===== config.mk =====
export PLATFORM = sky130hd
export DESIGN_NAME = pl0smc_ctrl
export DESIGN_NICKNAME = d
export VERILOG_FILES = /design/src/hdl/pl0smc_pkg.sv /design/src/hdl/pl0smc_ctrl.sv
export SDC_FILE = /design/constraint.sdc
export NUM_CORES = 1
export LEC_CHECK = 0
export BUFFER_PORTS_ARGS = -buffer_cell sky130_fd_sc_hd__buf_4
export CAP_MARGIN = 20
export CORE_MARGIN = 1.5
export CORE_UTILIZATION = 35
export CTS_BUF_LIST = sky130_fd_sc_hd__clkbuf_4 sky130_fd_sc_hd__clkbuf_8
export CTS_CLUSTER_SIZE = 10
export DETAILED_ROUTE_END_ITERATION = 12
export HOLD_SLACK_MARGIN = 0.05
export SLEW_MARGIN = 20
export SYNTH_ARGS = -nofsm -noshare
export SYNTH_HDL_FRONTEND = slang
export SYNTH_SLANG_ARGS = --single-unit

===== constraint.sdc =====
create_clock -name clk -period 2.5 [get_ports clk]
set_input_delay 0.375 -clock clk [delete_from_list [all_inputs] [get_ports clk]]
set_output_delay 0.375 -clock clk [all_outputs]
set_load 0.02 [all_outputs]

===== src/hdl/pl0smc_pkg.sv =====
// ----------------------------------------------------------------------------
// pl0smc_pkg: shared types and constants of the PL/0 stack machine core
// Item formats, instruction codes and the command and status groups that
// run between the controller and the datapath.
// ----------------------------------------------------------------------------
package pl0smc_pkg;

  // Default sizes of the word memory.
  localparam int MEM_DEPTH_DEF  = 512;
  localparam int WORD_WIDTH_DEF = 32;

  // Field widths fixed by the item formats.
  localparam int LEVEL_W   = 9;
  localparam int LEVEL_MAX = 511;

  // Instruction opcodes.
  localparam int OPC_LIT = 1;
  localparam int OPC_OPR = 2;
  localparam int OPC_LOD = 3;
  localparam int OPC_STO = 4;
  localparam int OPC_CAL = 5;
  localparam int OPC_INC = 6;
  localparam int OPC_JMP = 7;
  localparam int OPC_JPC = 8;
  localparam int OPC_SYS = 9;

  // OPR modifiers.
  localparam int OPR_RTN = 0;
  localparam int OPR_ADD = 1;
  localparam int OPR_SUB = 2;
  localparam int OPR_MUL = 3;
  localparam int OPR_DIV = 4;
  localparam int OPR_EQL = 5;
  localparam int OPR_NEQ = 6;
  localparam int OPR_LSS = 7;
  localparam int OPR_LEQ = 8;
  localparam int OPR_GTR = 9;
  localparam int OPR_GEQ = 10;
  localparam int OPR_ODD = 11;

  // SYS modifiers.
  localparam int SYS_OUT  = 1;
  localparam int SYS_IN   = 2;
  localparam int SYS_HALT = 3;

  // Item operation codes.
  localparam logic OP_LOAD = 1'b0;
  localparam logic OP_STEP = 1'b1;

  typedef struct packed {
    logic               op;
    logic [8:0]         load_addr;
    logic signed [31:0] load_data;
    logic signed [31:0] sin_value;
  } req_t;

  typedef struct packed {
    logic [8:0]         pc;
    logic [8:0]         bp;
    logic [9:0]         sp;
    logic [3:0]         exec_opcode;
    logic [8:0]         exec_level;
    logic signed [31:0] exec_modifier;
    logic               out_valid;
    logic signed [31:0] out_value;
    logic               halted;
    logic               div_fault;
  } rsp_t;

  // Decoded instruction class.
  typedef enum logic [3:0] {
    CLS_NONE, CLS_LIT, CLS_RTN, CLS_ODD, CLS_ALU, CLS_MUL, CLS_DIV, CLS_LOD,
    CLS_STO, CLS_CAL, CLS_INC, CLS_JMP, CLS_JPC, CLS_OUT, CLS_IN, CLS_HALT
  } cls_t;

  // Datapath step selected by the controller.
  typedef enum logic [4:0] {
    STEP_IDLE, STEP_CLEAR, STEP_LOAD, STEP_F0, STEP_F1, STEP_F2, STEP_F3,
    STEP_F4, STEP_F5, STEP_WRD, STEP_WCAP, STEP_AINIT, STEP_AITER, STEP_EXEC,
    STEP_RTN0, STEP_RTN1, STEP_RTN2, STEP_LODR, STEP_LODW, STEP_CAL0,
    STEP_CAL1, STEP_CAL2, STEP_DONE
  } step_t;

  typedef struct packed {
    step_t step;
    logic  accept;
    logic  report;
  } cmd_t;

  typedef struct packed {
    cls_t cls;
    logic lev_zero;
    logic walk_one;
    logic arith_done;
    logic clear_done;
    logic item_op;
    logic halted;
  } status_t;

endpackage


===== src/hdl/pl0smc_ctrl.sv =====
// ----------------------------------------------------------------------------
// pl0smc_ctrl: sequencer of the PL/0 stack machine core
// Steps the datapath through clearing, loading, fetch, link walk and execute,
// and runs both handshakes.
// ----------------------------------------------------------------------------
module pl0smc_ctrl (
  input  logic                 clk,
  input  logic                 rst,
  input  logic                 req_valid,
  output logic                 req_stall,
  output logic                 rsp_valid,
  input  logic                 rsp_stall,
  input  pl0smc_pkg::status_t  status,
  output pl0smc_pkg::cmd_t     cmd
);

  typedef enum logic [23:0] {
    ST_CLEAR = 24'h000001, ST_IDLE = 24'h000002, ST_LOAD = 24'h000004,
    ST_F0    = 24'h000008, ST_F1   = 24'h000010, ST_F2   = 24'h000020,
    ST_F3    = 24'h000040, ST_F4   = 24'h000080, ST_F5   = 24'h000100,
    ST_WRD   = 24'h000200, ST_WCAP = 24'h000400, ST_AINIT = 24'h000800,
    ST_AITER = 24'h001000, ST_EXEC = 24'h002000, ST_RTN0 = 24'h004000,
    ST_RTN1  = 24'h008000, ST_RTN2 = 24'h010000, ST_LODR = 24'h020000,
    ST_LODW  = 24'h040000, ST_CAL0 = 24'h080000, ST_CAL1 = 24'h100000,
    ST_CAL2  = 24'h200000, ST_DONE = 24'h400000, ST_SPARE = 24'h800000
  } state_t;

  state_t state;
  state_t state_next;
  state_t after_walk;
  logic   out_full;
  logic   out_full_next;
  logic   accept;
  logic   report;

  assign req_stall = (state != ST_IDLE);
  assign rsp_valid = out_full;
  assign accept    = req_valid && (state == ST_IDLE);
  assign report    = (state == ST_DONE) && (!out_full || !rsp_stall);

  // Where execution continues once the static links are followed.
  always_comb begin
    unique case (status.cls)
      pl0smc_pkg::CLS_LOD: after_walk = ST_LODR;
      pl0smc_pkg::CLS_CAL: after_walk = ST_CAL0;
      default:             after_walk = ST_EXEC;
    endcase
  end

  // Next state.
  always_comb begin
    state_next = state;
    unique case (state)
      ST_CLEAR: if (status.clear_done) state_next = ST_IDLE;
      ST_IDLE: begin
        if (accept) begin
          if (status.item_op == pl0smc_pkg::OP_LOAD) state_next = ST_LOAD;
          else if (status.halted)                    state_next = ST_DONE;
          else                                       state_next = ST_F0;
        end
      end
      ST_LOAD: state_next = ST_DONE;
      ST_F0:   state_next = ST_F1;
      ST_F1:   state_next = ST_F2;
      ST_F2:   state_next = ST_F3;
      ST_F3:   state_next = ST_F4;
      ST_F4:   state_next = ST_F5;
      ST_F5: begin
        unique case (status.cls)
          pl0smc_pkg::CLS_LOD, pl0smc_pkg::CLS_STO, pl0smc_pkg::CLS_CAL:
            state_next = status.lev_zero ? after_walk : ST_WRD;
          pl0smc_pkg::CLS_MUL, pl0smc_pkg::CLS_DIV: state_next = ST_AINIT;
          pl0smc_pkg::CLS_RTN: state_next = ST_RTN0;
          default:             state_next = ST_EXEC;
        endcase
      end
      ST_WRD:   state_next = ST_WCAP;
      ST_WCAP:  state_next = status.walk_one ? after_walk : ST_WRD;
      ST_AINIT: state_next = ST_AITER;
      ST_AITER: if (status.arith_done) state_next = ST_EXEC;
      ST_EXEC:  state_next = ST_DONE;
      ST_RTN0:  state_next = ST_RTN1;
      ST_RTN1:  state_next = ST_RTN2;
      ST_RTN2:  state_next = ST_DONE;
      ST_LODR:  state_next = ST_LODW;
      ST_LODW:  state_next = ST_DONE;
      ST_CAL0:  state_next = ST_CAL1;
      ST_CAL1:  state_next = ST_CAL2;
      ST_CAL2:  state_next = ST_DONE;
      ST_DONE:  if (report) state_next = ST_IDLE;
      default:  state_next = ST_IDLE;
    endcase
  end

  // Result register occupancy.
  always_comb begin
    out_full_next = out_full;
    if (report)         out_full_next = 1'b1;
    else if (!rsp_stall) out_full_next = 1'b0;
  end

  always_ff @(posedge clk) begin
    if (rst) begin
      state    <= ST_CLEAR;
      out_full <= 1'b0;
    end else begin
      state    <= state_next;
      out_full <= out_full_next;
    end
  end

  // Command to the datapath.
  always_comb begin
    cmd.accept = accept;
    cmd.report = report;
    unique case (state)
      ST_CLEAR: cmd.step = pl0smc_pkg::STEP_CLEAR;
      ST_LOAD:  cmd.step = pl0smc_pkg::STEP_LOAD;
      ST_F0:    cmd.step = pl0smc_pkg::STEP_F0;
      ST_F1:    cmd.step = pl0smc_pkg::STEP_F1;
      ST_F2:    cmd.step = pl0smc_pkg::STEP_F2;
      ST_F3:    cmd.step = pl0smc_pkg::STEP_F3;
      ST_F4:    cmd.step = pl0smc_pkg::STEP_F4;
      ST_F5:    cmd.step = pl0smc_pkg::STEP_F5;
      ST_WRD:   cmd.step = pl0smc_pkg::STEP_WRD;
      ST_WCAP:  cmd.step = pl0smc_pkg::STEP_WCAP;
      ST_AINIT: cmd.step = pl0smc_pkg::STEP_AINIT;
      ST_AITER: cmd.step = pl0smc_pkg::STEP_AITER;
      ST_EXEC:  cmd.step = pl0smc_pkg::STEP_EXEC;
      ST_RTN0:  cmd.step = pl0smc_pkg::STEP_RTN0;
      ST_RTN1:  cmd.step = pl0smc_pkg::STEP_RTN1;
      ST_RTN2:  cmd.step = pl0smc_pkg::STEP_RTN2;
      ST_LODR:  cmd.step = pl0smc_pkg::STEP_LODR;
      ST_LODW:  cmd.step = pl0smc_pkg::STEP_LODW;
      ST_CAL0:  cmd.step = pl0smc_pkg::STEP_CAL0;
      ST_CAL1:  cmd.step = pl0smc_pkg::STEP_CAL1;
      ST_CAL2:  cmd.step = pl0smc_pkg::STEP_CAL2;
      ST_DONE:  cmd.step = pl0smc_pkg::STEP_DONE;
      default:  cmd.step = pl0smc_pkg::STEP_IDLE;
    endcase
  end

endmodule


==> impl_metrics.py, run 1 <==
metrics = {
    "detailed_routing": {
        "postRouteAntennaNets": 0,
        "drc": 0,
        "routed-via-count": 1881,
        "viasPerCell": 5.90,
        "firstDrtPassIters": 7,
        "drt-total-wl_um": 5380,
        "wl_per_cell_um": 16.9,
        "drt_iter0_drc": 127,
    },
    "timing": {
        "tightest_slew_ns": 0.466,
        "timing.fmax_mhz": 376,
        "relSlewSlack_pct": 68.9,
        "clock_skew_ns": 0.0153,
        "finalWorstSetupSlack_ns": -0.159,
        "finalSetupViolCount": 3,
        "rsz0062_at_grt": "yes",
        "fin_crit_ns": 2.66,
        "fin_crit_sh_pct": 106,
        "finalHoldViolations": 0,
        "slew_viol_final": 0,
    },
    "synth": {
        "yosysMostFrequentCell": "dfxtp_1",
        "synth_compound_area_share_pct": 12.6,
        "ys_top_cells_by_count": "dfxtp_1 (24), nor2_1 (20), nor3_1 (14), nand4_1 (12), nand2_1 (11)",
        "yosysWarnings": 0,
        "syn_avg_cell_area_um2": 7.95,
        "synthTopCellsByArea": "dfxtp_1 (29%), nand4_1 (4.5%), nor2_1 (4.5%)",
        "synthArstFlopShare_pct": 0,
        "synth_xor_area_share_pct": 4.77,
        "synth_top_family_by_area": "simple AND/OR/NAND/NOR gates",
        "synth.largest_area_cell": "dfxtp_1",
        "synthAdderAreaFrac_pct": 0,
        "synth_area_um2": 1650,
        "syn-num-nets": 222,
        "synth-main-ff-cell": "dfxtp_1",
        "synth_edf_count": 0,
        "synth_mux_area_share_pct": 0,
        "seq_area_frac_synth_pct": 29.1,
        "synthCells": 208,
        "synthSimpleGateAreaFrac_pct": 48.9,
        "synth_top_area_share_pct": 29.1,
        "synth.distinct_cells": 52,
        "synth-seq-cells": 24,
    },
    "finish": {
        "antenna_cells": 0,
        "final_layout_size_suffix_gt1_share_pct": 42.3,
        "nNetsFinal": 282,
        "final_util_pct": 55.5,
        "area_growth_pct": 49.4,
        "final_area_um2": 2470,
    },
    "run_status": {
        "outcome": "finished with violations",
        "violations": "setup timing",
    },
    "critical_path": {
        "r2r_end": "state[16]$_SDFFE_PP0P_",
        "cp_data_arrival_time_ns": 2.28,
        "cp.required_ns": 2.12,
        "r2r_start": "state[10]$_SDFFE_PP0P_",
        "end_kind": "output port",
        "crit_type": "register to output port",
        "reg2reg_slack_ns": 0.37,
        "path_max_fanout": 4,
        "start_kind": "register",
        "r2r_cells": 8,
    },
    "global_route": {
        "antenna_found_initial": 0,
        "grt_pass1_wl_um": 7590,
        "grt_max_degree": 15,
        "grt_usage_pct": 18.9,
        "overflow": 0,
        "grt_pass1_vias": 1593,
    },
    "floorplanning": {
        "start_util_pct": 37.2,
        "ios": 23,
        "coreArea_um2": 4440,
        "dieWidth_um": 71.7,
        "num_rows": 24,
        "die_h_um": 71.7,
        "fp.dieArea_um2": 5140,
    },
    "power": {
        "power_density_nw_per_um2": 394,
        "leakage_nw": 1.00,
        "ir_drop_mv": 0.387,
    },
    "placement": {
        "io_buffers": 22,
        "gp_congestion": 0.901,
        "place_area_um2": 1950,
        "hpwl_um": 3520,
    },
    "clock_network": {
        "numCtsBuffers": 3,
        "cts_max_level": 1,
        "clockBufferDepth": 2,
        "clock-sinks": 24,
        "tritoncts": "yes",
        "insertion_delay_ns": 0.29,
        "clk_pin_slew_ns": 0.09,
        "clk_root_buffer_cell": "clkbuf_8",
    },
    "worst_hold_path": {
        "hold_path_depth": 2,
        "min_to": "state[3]$_SDFFE_PP0P_",
        "hp-class": "input pin to register",
        "worstHoldStart": "status[0]",
    },
    "job": {
        "drv_cap": 0,
    },
}
==> power by group <==
part | leakage [nW] | internal, mW | switching (mW)
combinational | 0.765 | 0.104 | 0.109
sequential | 0.203 | 0.383 | 0.00749
clock | 0.0357 | 0.215 | 0.153
total | 1.00 | 0.702 | 0.269
==> metrics by stage <==
step           setup WS (ns)  instances  TNS (ns)  power [mW]  hold WS (ns)
2_1_floorplan          0.243        208         0       0.495         0.444
5_1_grt               -0.206        319    -0.524       0.997         0.250
3_3_place_gp          0.0930        290         0       0.556         0.462
3_5_place_dp          0.0561        290         0       0.555         0.462
4_1_cts              -0.0265        304   -0.0775       0.927         0.246
6_report              -0.159        319    -0.338       0.972         0.247
==> logic make-up (layout without fill, tap and decap cells) <==
logic type,count (synthesis),after routing
xor+xnor,9,9
flops,24,24
simple gates,129,130
compound gates,31,31
buf+inv,15,73
==> worst max-delay path by stage <==
stage	start	to	slack, ns	cells after the start
after global placement	state[20]$_SDFFE_PP0P_	cmd[3]	0.09	6
after floorplan	state[19]$_SDFFE_PP0P_	cmd[3]	0.24	6
after global routing	state[0]$_SDFFE_PP1P_	cmd[2]	-0.21	8
after CTS	state[3]$_SDFFE_PP0P_	cmd[2]	-0.03	8
after detailed placement	state[5]$_SDFFE_PP0P_	cmd[2]	0.06	7
final	state[0]$_SDFFE_PP1P_	cmd[2]	-0.16	8
==> state kept, by name, indices dropped and copies added (netlist names) <==
signal / flops
rsp_valid: 1
state: 23
==> layout make-up <==
cell class | count | area, um^2
clock buffers | 3 | 41.3
flip-flops and latches | 24 | 517
fillers | 415 | 1980
repair buffers | 62 | 504
inverters | 7 | 26.3
multi-input cells | 170 | 1280
well taps | 52 | 65.1
clock inverters | 1 | 30.0
==> layout by cell type (no fill, tap or decap), drive strengths merged, types with 2 or more instances in the layout <==
| cell type | n |
|---|---|
| a21oi | 3 |
| a31oi | 2 |
| and2 | 7 |
| and4 | 3 |
| buf | 62 |
| clkbuf | 3 |
| dfxtp | 24 |
| inv | 7 |
| nand2 | 11 |
| nand2b | 5 |
| nand3 | 6 |
| nand3b | 5 |
| nand4 | 14 |
| nor2 | 20 |
| nor2b | 5 |
| nor3 | 17 |
| nor3b | 8 |
| nor4 | 10 |
| o2111ai | 2 |
| o21a | 2 |
| o21ai | 10 |
| or2 | 5 |
| or3 | 5 |
| or3b | 4 |
| xnor2 | 6 |
| xor2 | 3 |
==> critical path, stage by stage, from the launching register on <==
cell and delay, ns:
dfxtp_4 0.37, nor4_4 0.30, buf_4 0.18, and3_4 0.19, nand4_1 0.17, or3b_1 0.47
nand3_1 0.10, or3b_1 0.12, buf_6 0.11
==> per-layer routing <==
layer	share of wire, %	GRT usage, %	vias to the layer above
met2	50	31.3	78
met4	3.0	6.71	0
met5	0	0	-
met1	40	24.3	880
li1	-	-	903
met3	7.0	4.08	20
==> what timing repair did <==
item	4_1_cts	5_1_grt
endpoints found under the hold margin	0	0
pin swaps	14	20
hold buffers	0	0
gates cloned	1	0
endpoints found under the setup margin	6	6
buffers inserted	9	15
gates resized for setup	27	37
No activity file was read; power rests on OpenSTA's default activity.
==> run 2, diff against run 1 <==
--- a/config.mk
+++ b/config.mk
@@ -7,2 +7,3 @@
 export LEC_CHECK = 0
+export ABC_AREA = 1
 export BUFFER_PORTS_ARGS = -buffer_cell sky130_fd_sc_hd__buf_4
==> constraint.sdc (replaced) <==
create_clock -name clk -period 2.5 [get_ports clk]
set_input_delay 0.125 -clock clk [delete_from_list [all_inputs] [get_ports clk]]
set_output_delay 0.125 -clock clk [all_outputs]
set_load 0.02 [all_outputs]
==> impl_metrics.py, run 2 <==
metrics = {
    "timing": {
        "finalSetupViolCount": 0,
        "finalWorstSetupSlack_ns": 0.171,
        "tightest_slew_ns": 0.553,
        "fin_crit_ns": 2.33,
        "clock_skew_ns": 0.00338,
        "finalHoldViolations": 0,
        "relSlewSlack_pct": 62.9,
        "fin_crit_sh_pct": 93.1,
        "timing.fmax_mhz": 429,
        "slew_viol_final": 0,
        "rsz0062_at_grt": "no",
        "hold_ws_ns": 0.0737,
        "setup-tns-final_ns": 0,
    },
    "detailed_routing": {
        "postRouteAntennaNets": 0,
        "drt-total-wl_um": 4940,
        "routed-via-count": 2004,
        "wl_per_cell_um": 12.1,
        "firstDrtPassIters": 4,
        "drt_iter0_drc": 150,
        "drc": 0,
        "viasPerCell": 4.91,
    },
    "critical_path": {
        "r2r_cells": 10,
        "r2r_start": "state[0]$_SDFFE_PP1P_",
        "crit_type": "register to output port",
        "start_kind": "register",
        "cp_data_arrival_time_ns": 2.20,
        "r2r_end": "state[22]$_SDFFE_PP0P_",
        "cp.required_ns": 2.38,
        "path_max_fanout": 15,
        "end_kind": "output port",
        "reg2reg_slack_ns": 0.51,
    },
    "clock_network": {
        "numCtsBuffers": 3,
        "clock-sinks": 24,
        "clk_root_buffer_cell": "clkbuf_8",
        "cts_max_level": 1,
        "insertion_delay_ns": 0.27,
        "clk_pin_slew_ns": 0.09,
        "clockBufferDepth": 2,
        "tritoncts": "yes",
    },
    "global_route": {
        "grt_usage_pct": 17.6,
        "overflow": 0,
        "grt_max_degree": 20,
        "antenna_found_initial": 0,
        "grt_pass1_vias": 1864,
        "grt_pass1_wl_um": 8480,
    },
    "synth": {
        "synthTopCellsByArea": "dfxtp_1 (25%), nand3_1 (14%), nor2_1 (11%)",
        "synth-seq-cells": 24,
        "synth_edf_count": 0,
        "syn_avg_cell_area_um2": 6.00,
        "synth_top_area_share_pct": 25.4,
        "yosysMostFrequentCell": "nor2_1",
        "synth-main-ff-cell": "dfxtp_1",
        "synth.distinct_cells": 29,
        "synthCells": 315,
        "yosysWarnings": 0,
        "ys_top_cells_by_count": "nor2_1 (53), inv_1 (51), nand2_1 (51), nand3_1 (51), dfxtp_1 (24)",
        "synth.largest_area_cell": "dfxtp_1",
        "synthArstFlopShare_pct": 0,
        "seq_area_frac_synth_pct": 25.4,
        "syn-num-nets": 329,
        "synth_area_um2": 1890,
    },
    "floorplanning": {
        "fp.dieArea_um2": 5850,
        "start_util_pct": 36.6,
        "coreArea_um2": 5170,
        "dieWidth_um": 76.5,
        "die_h_um": 76.5,
        "ios": 23,
        "num_rows": 26,
    },
    "power": {
        "power_density_nw_per_um2": 493,
        "leakage_nw": 1.19,
        "fin_total_pwr_mw": 1.09,
        "ir_drop_mv": 0.238,
    },
    "worst_hold_path": {
        "min_to": "state[13]$_SDFFE_PP0P_",
        "hp-class": "input pin to register",
        "hold_path_depth": 2,
        "worstHoldStart": "rst",
    },
    "finish": {
        "largest_register_ffs": 23,
        "final_cell_mix": "nor2_1 (53), nand2_1 (51), inv_1 (51), nand3_1 (51), buf_4 (26)",
        "mostFrequentLayoutCell": "nor2_1",
        "fillerInstances": 553,
        "largest-register": "state",
        "nNetsFinal": 353,
        "area_growth_pct": 16.9,
        "antenna_cells": 0,
        "final_layout_size_suffix_gt1_share_pct": 18.0,
    },
    "placement": {
        "dp_slack_ns": 0.340,
        "gp_congestion": 0.943,
        "hpwl_um": 3880,
        "io_buffers": 22,
    },
    "job": {
        "drv_cap": 0,
    },
    "run_status": {
        "outcome": "finished clean",
    },
}
-- run 2: routing by layer --
metal  GRT usage [%]  routed length [um]  vias to the layer above
met5               0                   0                        -
met4            3.33                  37                        0
met3            2.75                 260                        4
met2            28.0                2230                       40
met1            25.0                2410                      900
li1                -                   -                     1060
-- run 2: report_power, final --
part / total [mW] / internal, mW / switching, mW
combinational: 0.336 / 0.110 / 0.226
sequential: 0.407 / 0.394 / 0.0130
clock: 0.347 / 0.214 / 0.133
-- run 2: cell type report --
type	instances	area, um^2	share of cell area (%)
Multi-Input combinational cell	229	1170	52.8
Sequential cell	24	480	21.7
Inverter	55	208	9.40
Timing Repair Buffer	26	195	8.83
Tap cell	70	87.6	3.96
Clock buffer	3	41.3	1.87
Clock inverter	1	30.0	1.36
-- run 2: worst max path at each step --
| stage | start | endpoint | slack, ns | depth (start not counted) |
|---|---|---|---|---|
| 3_5_place_dp | state[11]$_SDFFE_PP0P_ | cmd[4] | 0.34 | 9 |
| 4_1_cts | state[11]$_SDFFE_PP0P_ | cmd[4] | 0.02 | 9 |
| 6_report | state[0]$_SDFFE_PP1P_ | cmd[4] | 0.17 | 9 |
| 3_3_place_gp | state[11]$_SDFFE_PP0P_ | cmd[4] | 0.28 | 9 |
| 2_1_floorplan | state[1]$_SDFFE_PP0P_ | cmd[3] | 0.90 | 10 |
| 5_1_grt | state[2]$_SDFFE_PP0P_ | cmd[4] | 0.03 | 9 |
-- run 2: cells by family after synthesis --
family,Yosys count,share of synthesized area (%)
compound gates,13,3.84
buf+inv,62,13.4
simple gates,216,57.4
flops,24,25.4
-- run 2: critical path, cell delays in order (launching register included) --
cell     delay (ns)
dfxtp_1        0.34
nor2_2         0.18
nand2_2        0.17
nor2_4         0.35
nand2_2        0.14
inv_2          0.12
nand4_1        0.14
and3_1         0.20
nand3_1        0.13
buf_4          0.17
-- run 2: repair_timing --
action                     4_1_cts  5_1_grt
buffers inserted                 0        4
hold buffers                     0        0
setup endpoints to repair        0        3
resized for setup                0        2
-- run 2: stage by stage --
stage,utilization (%),instance area [um^2],std cells
after floorplan,-,1890,315
after global placement,40.6,2100,400
after detailed placement,40.6,2100,400
after CTS,41.9,2170,404
after global routing,42.7,2210,408
final,42.7,2210,408
